$ cat src/hdl/ismap_pkg.sv
`default_nettype none
package ismap_pkg;

   localparam int SECTOR_BYTES      = 128;
   localparam int DIRECT_SLOTS      = 8;
   localparam int ENTRIES_PER_INDEX = 32;
   localparam int INDEX_BLOCKS      = 4;
   localparam int DISK_SECTORS      = 1024;

   localparam int MAX_SECTORS = DIRECT_SLOTS + INDEX_BLOCKS * ENTRIES_PER_INDEX;
   localparam int MAX_BYTES   = MAX_SECTORS * SECTOR_BYTES;

   localparam int FUNC_W   = 2;
   localparam int BYTES_W  = 15;
   localparam int COUNT_W  = 8;
   localparam int STATUS_W = 3;
   localparam int SECTOR_W = $clog2(DISK_SECTORS);

   localparam int SB_SHIFT  = $clog2(SECTOR_BYTES);
   localparam int EPI_SHIFT = $clog2(ENTRIES_PER_INDEX);
   localparam int MAP_AW    = $clog2(MAX_SECTORS);
   localparam int PTR_AW    = (INDEX_BLOCKS > 1) ? $clog2(INDEX_BLOCKS) : 1;
   localparam int WALK_W    = $clog2(MAX_SECTORS + INDEX_BLOCKS + 1);
   localparam int SUM_W     = COUNT_W + 1;
   localparam int FREE_W    = $clog2(DISK_SECTORS + 1);

   // bitmap is stored as words of BM_WORD_BITS
   localparam int BM_WORD_BITS = 32;
   localparam int BM_BIT_W     = $clog2(BM_WORD_BITS);
   localparam int BM_WORDS     = DISK_SECTORS / BM_WORD_BITS;
   localparam int BM_WA_W      = SECTOR_W - BM_BIT_W;

   localparam logic [FUNC_W-1:0] FN_ALLOCATE  = 2'd0;
   localparam logic [FUNC_W-1:0] FN_EXTEND    = 2'd1;
   localparam logic [FUNC_W-1:0] FN_RELEASE   = 2'd2;
   localparam logic [FUNC_W-1:0] FN_TRANSLATE = 2'd3;

   localparam logic [STATUS_W-1:0] ST_OK           = 3'd0;
   localparam logic [STATUS_W-1:0] ST_NO_SPACE     = 3'd1;
   localparam logic [STATUS_W-1:0] ST_TOO_LARGE    = 3'd2;
   localparam logic [STATUS_W-1:0] ST_CORRUPT      = 3'd3;
   localparam logic [STATUS_W-1:0] ST_OUT_OF_RANGE = 3'd4;

   typedef struct packed {
      logic                take;
      logic                test;
      logic                clear;
      logic [SECTOR_W-1:0] sector;
   } bm_cmd_type;

   typedef struct packed {
      logic                done;
      logic                used;
      logic [SECTOR_W-1:0] sector;
   } bm_rsp_type;

   // index blocks needed to hold n data sectors
   function automatic logic [SUM_W-1:0] blocks_for(input logic [SUM_W-1:0] n);
      logic [SUM_W-1:0] t;
      t = n - SUM_W'(DIRECT_SLOTS) + SUM_W'(ENTRIES_PER_INDEX - 1);
      if (n <= SUM_W'(DIRECT_SLOTS)) begin
         return '0;
      end
      return t >> EPI_SHIFT;
   endfunction

endpackage
`default_nettype wire

$ cat src/hdl/ismap_bitmap.sv
`default_nettype none
module ismap_bitmap (
   input  wire logic                          clock,
   input  wire logic                          reset,
   input  wire ismap_pkg::bm_cmd_type         cmd,
   output ismap_pkg::bm_rsp_type              rsp,
   output logic [ismap_pkg::FREE_W-1:0]       free_count
);

   typedef enum logic [1:0] {BM_IDLE, BM_TAKE, BM_TEST, BM_CLR} bm_state_type;

   bm_state_type                               state_ff;
   logic [ismap_pkg::BM_WORD_BITS-1:0]         mem [ismap_pkg::BM_WORDS];
   logic [ismap_pkg::BM_WORD_BITS-1:0]         rd_ff;
   logic [ismap_pkg::BM_WORDS-1:0]             full_ff;
   logic [ismap_pkg::BM_WORDS-1:0]             valid_ff;
   logic [ismap_pkg::BM_WA_W-1:0]              wa_ff;
   logic [ismap_pkg::BM_BIT_W-1:0]             bit_ff;
   logic [ismap_pkg::FREE_W-1:0]               free_ff;
   ismap_pkg::bm_rsp_type                      rsp_ff;

   logic [ismap_pkg::BM_WA_W-1:0]              open_wa;
   logic [ismap_pkg::BM_WA_W-1:0]              rd_addr;
   logic [ismap_pkg::BM_WORD_BITS-1:0]         word;
   logic [ismap_pkg::BM_BIT_W-1:0]             zero_bit;
   logic [ismap_pkg::BM_WORD_BITS-1:0]         set_word;
   logic [ismap_pkg::BM_WORD_BITS-1:0]         clr_word;
   logic                                       mem_we;
   logic [ismap_pkg::BM_WORD_BITS-1:0]         mem_wd;

   // lowest word with a free bit
   always_comb begin
      open_wa = '0;
      for (int i = ismap_pkg::BM_WORDS - 1; i >= 0; i--) begin
         if (!full_ff[i]) begin
            open_wa = ismap_pkg::BM_WA_W'(i);
         end
      end
   end

   assign rd_addr = cmd.take ? open_wa : cmd.sector[ismap_pkg::SECTOR_W-1:ismap_pkg::BM_BIT_W];
   // a word never written reads as all free
   assign word = valid_ff[wa_ff] ? rd_ff : '0;

   always_comb begin
      zero_bit = '0;
      for (int i = ismap_pkg::BM_WORD_BITS - 1; i >= 0; i--) begin
         if (!word[i]) begin
            zero_bit = ismap_pkg::BM_BIT_W'(i);
         end
      end
   end

   assign set_word = word | (ismap_pkg::BM_WORD_BITS'(1) << zero_bit);
   assign clr_word = word & ~(ismap_pkg::BM_WORD_BITS'(1) << bit_ff);
   assign mem_we   = (state_ff == BM_TAKE) || (state_ff == BM_CLR);
   assign mem_wd   = (state_ff == BM_TAKE) ? set_word : clr_word;

   always_ff @(posedge clock) begin
      if (mem_we) begin
         mem[wa_ff] <= mem_wd;
      end
      rd_ff <= mem[rd_addr];
   end

   always_ff @(posedge clock) begin
      if (reset) begin
         state_ff    <= BM_IDLE;
         full_ff     <= '0;
         valid_ff    <= '0;
         free_ff     <= ismap_pkg::FREE_W'(ismap_pkg::DISK_SECTORS);
         rsp_ff.done <= 1'b0;
      end else begin
         rsp_ff.done <= 1'b0;
         case (state_ff)
            BM_IDLE: begin
               wa_ff  <= rd_addr;
               bit_ff <= cmd.sector[ismap_pkg::BM_BIT_W-1:0];
               if (cmd.take) begin
                  state_ff <= BM_TAKE;
               end else if (cmd.test) begin
                  state_ff <= BM_TEST;
               end else if (cmd.clear) begin
                  state_ff <= BM_CLR;
               end
            end
            BM_TAKE: begin
               full_ff[wa_ff]  <= &set_word;
               valid_ff[wa_ff] <= 1'b1;
               free_ff         <= free_ff - 1'b1;
               rsp_ff.sector   <= {wa_ff, zero_bit};
               rsp_ff.done     <= 1'b1;
               state_ff        <= BM_IDLE;
            end
            BM_TEST: begin
               rsp_ff.used <= word[bit_ff];
               rsp_ff.done <= 1'b1;
               state_ff    <= BM_IDLE;
            end
            BM_CLR: begin
               full_ff[wa_ff]  <= 1'b0;
               valid_ff[wa_ff] <= 1'b1;
               free_ff         <= free_ff + 1'b1;
               rsp_ff.done     <= 1'b1;
               state_ff        <= BM_IDLE;
            end
            default: state_ff <= BM_IDLE;
         endcase
      end
   end

   assign rsp        = rsp_ff;
   assign free_count = free_ff;

   a_cmd_onehot: assert property (@(posedge clock) disable iff (reset)
      $onehot0({cmd.take, cmd.test, cmd.clear}))
      else $error("bitmap: more than one command");
   a_cmd_idle: assert property (@(posedge clock) disable iff (reset)
      (cmd.take || cmd.test || cmd.clear) |-> state_ff == BM_IDLE)
      else $error("bitmap: command while busy");
   a_free_range: assert property (@(posedge clock) disable iff (reset)
      free_ff <= ismap_pkg::FREE_W'(ismap_pkg::DISK_SECTORS))
      else $error("bitmap: free count overflow");

endmodule
`default_nettype wire

$ cat src/hdl/inode_sector_map_engine_core.sv
`default_nettype none
// Sector map of one file. An operation is taken when start is high and busy low; exactly one
// result follows, shown for one cycle with rsp_valid, which cannot be held off. Allocate and extend
// take one bitmap sector per data sector and one more per new index block; release walks every
// mapped sector and index block twice (one check pass, one clear pass). Their pace is set by the
// free-bitmap unit, which serves one command (a test, or a read-modify-write of a 32-bit bitmap
// word) at a time.
module inode_sector_map_engine_core (
   input  wire logic                               clock,
   input  wire logic                               reset,
   input  wire logic                               start,
   output logic                                    busy,
   input  wire logic [ismap_pkg::FUNC_W-1:0]       req_func,
   input  wire logic [ismap_pkg::BYTES_W-1:0]      req_byte_count,
   input  wire logic [ismap_pkg::COUNT_W-1:0]      req_sector_count,
   input  wire logic [ismap_pkg::BYTES_W-1:0]      req_byte_offset,
   output logic                                    rsp_valid,
   output logic [ismap_pkg::STATUS_W-1:0]          rsp_status,
   output logic [ismap_pkg::SECTOR_W-1:0]          rsp_sector,
   output logic [ismap_pkg::BYTES_W-1:0]           rsp_file_bytes,
   output logic [ismap_pkg::COUNT_W-1:0]           rsp_used_sectors
);

   typedef enum logic [3:0] {
      S_IDLE, S_CHECK, S_APPEND, S_WAIT_PTR, S_WAIT_DATA, S_TR_OUT,
      S_RL_FETCH, S_RL_SEL, S_RL_WAIT
   } state_type;

   localparam int SW = ismap_pkg::SUM_W;

   state_type                              state_ff;
   logic [ismap_pkg::FUNC_W-1:0]           func_ff;
   logic [ismap_pkg::BYTES_W-1:0]          bytes_ff;
   logic [ismap_pkg::COUNT_W-1:0]          add_ff;
   logic [ismap_pkg::BYTES_W-1:0]          offset_ff;
   logic [ismap_pkg::COUNT_W-1:0]          mapped_ff;
   logic [ismap_pkg::BYTES_W-1:0]          length_ff;
   logic [ismap_pkg::COUNT_W-1:0]          target_ff;
   logic [ismap_pkg::WALK_W-1:0]           idx_ff;
   logic [ismap_pkg::WALK_W-1:0]           walk_end_ff;
   logic                                   pass_ff;
   logic                                   corrupt_ff;
   logic [ismap_pkg::SECTOR_W-1:0]         ptr_ff [ismap_pkg::INDEX_BLOCKS];
   logic [ismap_pkg::SECTOR_W-1:0]         map_mem [ismap_pkg::MAX_SECTORS];
   logic [ismap_pkg::SECTOR_W-1:0]         map_rd_ff;
   logic                                   rsp_valid_ff;
   logic [ismap_pkg::STATUS_W-1:0]         rsp_status_ff;
   logic [ismap_pkg::SECTOR_W-1:0]         rsp_sector_ff;
   ismap_pkg::bm_cmd_type                  bm_cmd_ff;
   ismap_pkg::bm_rsp_type                  bm_rsp;
   logic [ismap_pkg::FREE_W-1:0]           free_count;

   logic [ismap_pkg::BYTES_W:0]            bytes_round;
   logic [SW-1:0]                          n_alloc;
   logic [SW-1:0]                          alloc_need;
   logic [SW-1:0]                          ext_total;
   logic [SW:0]                            ext_need;
   logic [SW-1:0]                          nb_rel;
   logic [ismap_pkg::COUNT_W-1:0]          tr_m;
   logic [SW-1:0]                          rel_r;
   logic                                   new_block;
   logic [ismap_pkg::MAP_AW-1:0]           map_ra;
   logic                                   map_we;
   logic [ismap_pkg::WALK_W-1:0]           ptr_off;
   logic [ismap_pkg::SECTOR_W-1:0]         walk_sector;
   logic                                   too_large;

   assign bytes_round = (ismap_pkg::BYTES_W + 1)'(bytes_ff)
                      + (ismap_pkg::BYTES_W + 1)'(ismap_pkg::SECTOR_BYTES - 1);
   assign n_alloc     = SW'(bytes_round >> ismap_pkg::SB_SHIFT);
   assign alloc_need  = n_alloc + ismap_pkg::blocks_for(n_alloc);
   assign ext_total   = SW'(mapped_ff) + SW'(add_ff);
   assign ext_need    = (SW + 1)'(add_ff) + (SW + 1)'(ismap_pkg::blocks_for(ext_total))
                      - (SW + 1)'(ismap_pkg::blocks_for(SW'(mapped_ff)));
   assign nb_rel      = ismap_pkg::blocks_for(SW'(mapped_ff));
   assign tr_m        = ismap_pkg::COUNT_W'(offset_ff >> ismap_pkg::SB_SHIFT);
   assign too_large   = bytes_ff > ismap_pkg::BYTES_W'(ismap_pkg::MAX_BYTES);
   assign rel_r       = SW'(mapped_ff) - SW'(ismap_pkg::DIRECT_SLOTS);
   assign new_block   = (mapped_ff >= ismap_pkg::COUNT_W'(ismap_pkg::DIRECT_SLOTS))
                      && (rel_r[ismap_pkg::EPI_SHIFT-1:0] == '0);
   assign map_ra      = (state_ff == S_CHECK) ? tr_m[ismap_pkg::MAP_AW-1:0]
                                              : idx_ff[ismap_pkg::MAP_AW-1:0];
   assign map_we      = (state_ff == S_WAIT_DATA) && bm_rsp.done;
   assign ptr_off     = idx_ff - ismap_pkg::WALK_W'(mapped_ff);
   assign walk_sector = (idx_ff < ismap_pkg::WALK_W'(mapped_ff))
                      ? map_rd_ff : ptr_ff[ptr_off[ismap_pkg::PTR_AW-1:0]];

   always_ff @(posedge clock) begin
      if (map_we) begin
         map_mem[mapped_ff[ismap_pkg::MAP_AW-1:0]] <= bm_rsp.sector;
      end
      map_rd_ff <= map_mem[map_ra];
   end

   always_ff @(posedge clock) begin
      if (reset) begin
         state_ff     <= S_IDLE;
         mapped_ff    <= '0;
         length_ff    <= '0;
         rsp_valid_ff <= 1'b0;
         bm_cmd_ff    <= '0;
      end else begin
         rsp_valid_ff    <= 1'b0;
         bm_cmd_ff.take  <= 1'b0;
         bm_cmd_ff.test  <= 1'b0;
         bm_cmd_ff.clear <= 1'b0;
         case (state_ff)
            S_IDLE: begin
               if (start) begin
                  func_ff   <= req_func;
                  bytes_ff  <= req_byte_count;
                  add_ff    <= req_sector_count;
                  offset_ff <= req_byte_offset;
                  state_ff  <= S_CHECK;
               end
            end
            S_CHECK: begin
               rsp_sector_ff <= '0;
               rsp_status_ff <= ismap_pkg::ST_OK;
               case (func_ff)
                  ismap_pkg::FN_ALLOCATE: begin
                     if (too_large) begin
                        rsp_status_ff <= ismap_pkg::ST_TOO_LARGE;
                        rsp_valid_ff  <= 1'b1;
                        state_ff      <= S_IDLE;
                     end else if (free_count < ismap_pkg::FREE_W'(alloc_need)) begin
                        rsp_status_ff <= ismap_pkg::ST_NO_SPACE;
                        rsp_valid_ff  <= 1'b1;
                        state_ff      <= S_IDLE;
                     end else begin
                        mapped_ff <= '0;
                        target_ff <= ismap_pkg::COUNT_W'(n_alloc);
                        state_ff  <= S_APPEND;
                     end
                  end
                  ismap_pkg::FN_EXTEND: begin
                     if (too_large) begin
                        rsp_status_ff <= ismap_pkg::ST_TOO_LARGE;
                        rsp_valid_ff  <= 1'b1;
                        state_ff      <= S_IDLE;
                     end else if ((ext_total > SW'(ismap_pkg::MAX_SECTORS))
                                  || ((ismap_pkg::FREE_W + 1)'(free_count)
                                      < (ismap_pkg::FREE_W + 1)'(ext_need))) begin
                        rsp_status_ff <= ismap_pkg::ST_NO_SPACE;
                        rsp_valid_ff  <= 1'b1;
                        state_ff      <= S_IDLE;
                     end else begin
                        target_ff <= ismap_pkg::COUNT_W'(ext_total);
                        state_ff  <= S_APPEND;
                     end
                  end
                  ismap_pkg::FN_RELEASE: begin
                     idx_ff      <= '0;
                     pass_ff     <= 1'b0;
                     corrupt_ff  <= 1'b0;
                     walk_end_ff <= ismap_pkg::WALK_W'(mapped_ff)
                                  + ismap_pkg::WALK_W'(nb_rel);
                     state_ff    <= S_RL_FETCH;
                  end
                  default: begin
                     if ((offset_ff >= length_ff) || (tr_m >= mapped_ff)) begin
                        rsp_status_ff <= ismap_pkg::ST_OUT_OF_RANGE;
                        rsp_valid_ff  <= 1'b1;
                        state_ff      <= S_IDLE;
                     end else begin
                        state_ff <= S_TR_OUT;
                     end
                  end
               endcase
            end
            S_TR_OUT: begin
               rsp_sector_ff <= map_rd_ff;
               rsp_valid_ff  <= 1'b1;
               state_ff      <= S_IDLE;
            end
            S_APPEND: begin
               if (mapped_ff == target_ff) begin
                  length_ff    <= bytes_ff;
                  rsp_valid_ff <= 1'b1;
                  state_ff     <= S_IDLE;
               end else begin
                  bm_cmd_ff.take <= 1'b1;
                  state_ff       <= new_block ? S_WAIT_PTR : S_WAIT_DATA;
               end
            end
            S_WAIT_PTR: begin
               if (bm_rsp.done) begin
                  ptr_ff[ismap_pkg::PTR_AW'(rel_r >> ismap_pkg::EPI_SHIFT)] <= bm_rsp.sector;
                  bm_cmd_ff.take <= 1'b1;
                  state_ff       <= S_WAIT_DATA;
               end
            end
            S_WAIT_DATA: begin
               if (bm_rsp.done) begin
                  mapped_ff <= mapped_ff + 1'b1;
                  state_ff  <= S_APPEND;
               end
            end
            S_RL_FETCH: begin
               if (idx_ff == walk_end_ff) begin
                  if (!pass_ff) begin
                     if (corrupt_ff) begin
                        rsp_status_ff <= ismap_pkg::ST_CORRUPT;
                        rsp_valid_ff  <= 1'b1;
                        state_ff      <= S_IDLE;
                     end else begin
                        pass_ff <= 1'b1;
                        idx_ff  <= '0;
                     end
                  end else begin
                     mapped_ff    <= '0;
                     length_ff    <= '0;
                     rsp_valid_ff <= 1'b1;
                     state_ff     <= S_IDLE;
                  end
               end else begin
                  state_ff <= S_RL_SEL;
               end
            end
            S_RL_SEL: begin
               bm_cmd_ff.sector <= walk_sector;
               bm_cmd_ff.test   <= !pass_ff;
               bm_cmd_ff.clear  <= pass_ff;
               state_ff         <= S_RL_WAIT;
            end
            S_RL_WAIT: begin
               if (bm_rsp.done) begin
                  if (!pass_ff && !bm_rsp.used) begin
                     corrupt_ff <= 1'b1;
                  end
                  idx_ff   <= idx_ff + 1'b1;
                  state_ff <= S_RL_FETCH;
               end
            end
            default: state_ff <= S_IDLE;
         endcase
      end
   end

   ismap_bitmap u_bitmap (
      .clock      (clock),
      .reset      (reset),
      .cmd        (bm_cmd_ff),
      .rsp        (bm_rsp),
      .free_count (free_count)
   );

   assign busy             = (state_ff != S_IDLE);
   assign rsp_valid        = rsp_valid_ff;
   assign rsp_status       = rsp_status_ff;
   assign rsp_sector       = rsp_sector_ff;
   assign rsp_file_bytes   = length_ff;
   assign rsp_used_sectors = mapped_ff;

   a_one_beat: assert property (@(posedge clock) disable iff (reset)
      rsp_valid |=> !rsp_valid)
      else $error("core: back-to-back result beats");
   a_mapped_range: assert property (@(posedge clock) disable iff (reset)
      mapped_ff <= ismap_pkg::COUNT_W'(ismap_pkg::MAX_SECTORS))
      else $error("core: mapped count beyond capacity");
   a_sector_zero: assert property (@(posedge clock) disable iff (reset)
      (rsp_valid && (rsp_status != ismap_pkg::ST_OK)) |-> (rsp_sector == '0))
      else $error("core: sector on a failed result");

endmodule
`default_nettype wire

$ cat config.mk
export PLATFORM = sky130hd
export DESIGN_NAME = inode_sector_map_engine_core
export DESIGN_NICKNAME = d
export VERILOG_FILES = /design/src/hdl/ismap_pkg.sv /design/src/hdl/ismap_bitmap.sv /design/src/hdl/inode_sector_map_engine_core.sv
export SDC_FILE = /design/constraint.sdc
export NUM_CORES = 2
export LEC_CHECK = 0
export BUFFER_PORTS_ARGS = -buffer_cell sky130_fd_sc_hd__buf_2
export CORE_MARGIN = 10
export CORE_UTILIZATION = 60
export CTS_CLUSTER_DIAMETER = 200
export DETAILED_ROUTE_END_ITERATION = 16
export HOLD_SLACK_MARGIN = 0.02
export PLACE_DENSITY = 0.76
export SYNTH_ARGS = -nofsm -noshare
export SYNTH_HDL_FRONTEND = slang
export SYNTH_SLANG_ARGS = --single-unit
export TNS_END_PERCENT = 30
$ cat constraint.sdc
create_clock -name clock -period 11.3 [get_ports clock]
set_clock_uncertainty 0.1 [all_clocks]
set_input_delay 2.26 -clock clock [delete_from_list [all_inputs] [get_ports clock]]
set_output_delay 2.26 -clock clock [all_outputs]
set_load 0.05 [all_outputs]
==> results.md <==
* Outcome: finished, final reports clean
* Pre-CTS setup slack at 4.87 ns
* Critical path peak fanout at 18
* Final ANT Viol Nets at 0
* # IOs at 81
* Via count at 62100
* Die H at about 450 um
* Synth Register Bits at 2685
* Clock insertion delay at the later pin of the skew report at 0.94 ns
* Worst Max-Slew Pin Slew at 1.41 ns
* Startpoint types: register
* Post-synth ARST share at 0%
* Placed Area at 112000 um2
* First-pass GRT wire length at approximately 400000 um
* Yosys top cell by area: edfxtp_1
* Top post-synthesis cells by count: edfxtp_1 (2524), nand2_1 (969), mux4_2 (425), mux2i_1 (388), nor2_1 (331)
* CTS Buffer Depth at 4
* GR Overflow Total at 0
* Max-Cap Viols at 0
* Drt pass-1 iters at 8
* Initial antenna violation count at 3
* Crit Path Category: register to register
* Finished Cell Area at 121000 um2
* Remaining DRCs at 0
* Final WL at 278000 um
* Most common cell in the synthesized netlist: edfxtp_1
* Distinct cells, synth at 83
* Cts hold-fix bufs at 0
* Final Hold Fails at 0
* Fin crit period at 6.44 ns
* Critical Path RT at 11.73 ns
* Gp weighted congestion at 0.949
* Crit. End Element: register
* Mapped Area at 109000 um2
* DP HPWL at 156000 um
* Rows at 156
* Worst vdd ir at 0.184 mV
* Number of synthesized flops with an enable pin at roughly 2500
* Top post-synthesis cells by area: edfxtp_1 (69%), mux4_2 (8.7%), mux2i_1 (3.5%), nand2_1 (3.3%), dfxtp_1 (2.9%)
* H-tree Lvls at 5
* Register area share after synthesis at 72.2%
* Tcrit/Tclk final at 57.0%
* Initial Util at 60.4%
* # port buffers at 80
* Clock sink count at 2685
* Final nets at 6972
* Setup bufs post-CTS at 0
* Clk root buf: clkbuf_16
* Pleak at 39.6 nW
* DR iter-0 viols at 8008
* Die width at 447 um
* Synthesis-to-layout area growth at 10.6%
* Die ar. at about 200000 um2
* RSZ-0062 raised after global routing: false
* Power Total at 23.3 mW
* Setup tns final at 0 ns
* Vias per inst at 6.61
* Final setup fails at 0
* Post-Synthesis Cells at 6721
* CTS tree: done
* Cts bufs inserted at between 200 and 300
* Critical Path AT at between 6 and 7 ns
* PD cells at 192 nW/um2
* Synth Flop Type: edfxtp_1
* Hold crit path type: register to register
* Clk slew on worst S/H paths at 0.07 ns
* Ratio of cells with drive above 1 in the final layout at 16.1%
* Post-cts sizing count at 0
* Avg Cell Area, Syn at 16.3 um2
* Worst slew margin at ~6.3%
* Core Area at 181000 um2
* Synth top area share at between 60 and 70%
* Overall routing resource usage at 27.6%
* Max Fclk at between 150 and 200 MHz
* Setup WS post-layout at 4.86 ns
* Synth Warn # at 0
* Max Slew Vio Count at 0
* Syn nets at between 6000 and 7000
* Routed WL per cell at 29.6 um
* Vias in the first global route at around 61000
* Number of fill cells in the layout at 11500
* Maximum number of pins on one net before global-route repair at 138
==> metrics by stage <==
stage	util (%)	instances	hold WS (ns)
global placement	62.1	8918	0.318
CTS	66.8	9392	0.345
finish	66.8	9393	0.349
detailed placement	62.1	8918	0.328
floorplan	-	6721	0.309
global route	66.8	9392	0.362
==> cells by family after synthesis <==
kind of cell    synth area share (%)
xor+xnor                       0.608
fa+ha+maj                       1.22
buf+inv                         1.96
simple gates                    7.19
flops                           72.2
compound gates                  4.43
mux                             12.4
==> metal layers <==
metal	part of all wire, %	track usage [%]
met3	9.1	4.84
met1	37	36.6
met5	0.0065	0
met2	49	45.5
met4	4.9	12.0
==> path summary, 6_finish.rpt <==
kind	start	cells past startpoint	endpoint	slack, ns
setup / recovery	rsp_used_sectors[2]$_SDFFE_PP0P_	23	target_ff[7]$_DFFE_PP_	4.86
hold / removal	bm_cmd_ff[2]$_SDFFE_PP0P_	0	u_bitmap.bit_ff[2]$_DFFE_PP_	0.35
setup reg to reg	rsp_used_sectors[2]$_SDFFE_PP0P_	23	target_ff[7]$_DFFE_PP_	4.86
hold reg to reg	bm_cmd_ff[2]$_SDFFE_PP0P_	0	u_bitmap.bit_ff[2]$_DFFE_PP_	0.35
==> area by class of cell <==
| cell class | count | area, um2 | area share (%) |
|---|---|---|---|
| Sequential cell | 2685 | 79000 | 65.3 |
| Multi-Input combinational cell | 3529 | 28600 | 23.6 |
| Clock buffer | 363 | 7630 | 6.30 |
| Tap cell | 2370 | 2970 | 2.45 |
| Timing Repair Buffer | 205 | 1450 | 1.20 |
| Clock inverter | 111 | 965 | 0.797 |
| Inverter | 129 | 493 | 0.407 |
| Antenna cell | 1 | 2.50 | 0.00207 |
==> worst max-delay path: stages, from the launching register on <==
cell	delay [ns]
dfxtp_1	0.77
ha_1	0.38
a21oi_1	0.22
o21bai_1	0.10
a21oi_1	0.25
xnor2_1	0.18
nor2b_1	0.30
nand2_1	0.11
xor2_1	0.20
fa_1	0.51
inv_1	0.04
ha_1	0.31
a21oi_1	0.24
o21bai_1	0.09
a21oi_1	0.24
o21bai_1	0.10
a21oi_1	0.22
xnor2_1	0.09
ha_1	0.26
o21ai_0	0.07
o21ai_0	0.14
a211oi_1	0.13
o2bb2ai_1	0.26
nor2b_1	0.72
==> registers in the layout (all words and copies together), names as in the netlist, 10 cells and up <==
name and cells:
map_rd_ff 10, bytes_ff 15, rsp_file_bytes 15, offset_ff 15, u_bitmap.rsp 12, u_bitmap.mem 1024
u_bitmap.full_ff 32, map_mem 1360, u_bitmap.rd_ff 32, rsp_sector 10, bm_cmd_ff 13, u_bitmap.valid_ff 32
u_bitmap.free_count 11, ptr_ff 40
==> placed cells by master, fill, tap and decap left out, drive strengths merged, types with 24 or more instances in the layout <==
cell type     n
ha           91
a32oi        35
mux4        425
clkinv       87
a22oi        25
nand4        31
nor3         30
a41oi        34
nand3b       29
xnor2        49
nand2       970
inv         131
buf         205
a22o         34
a21oi       194
clkbuf      363
nor2        331
and2         25
o21ai       115
xor2         27
mux2i       388
edfxtp     2524
o31ai        40
o211ai       83
dfxtp       161
nand2b       24
nand3       298
==> where the power goes <==
| part | internal, mW | total (mW) | leakage, nW | switching, mW |
|---|---|---|---|---|
| Sequential | 10.9 | 11.1 | 24.2 | 0.125 |
| Combinational | 1.36 | 3.44 | 11.2 | 2.07 |
| Clock | 5.13 | 8.77 | 4.22 | 3.64 |
Note: power is estimated with default switching activity, not from simulation.
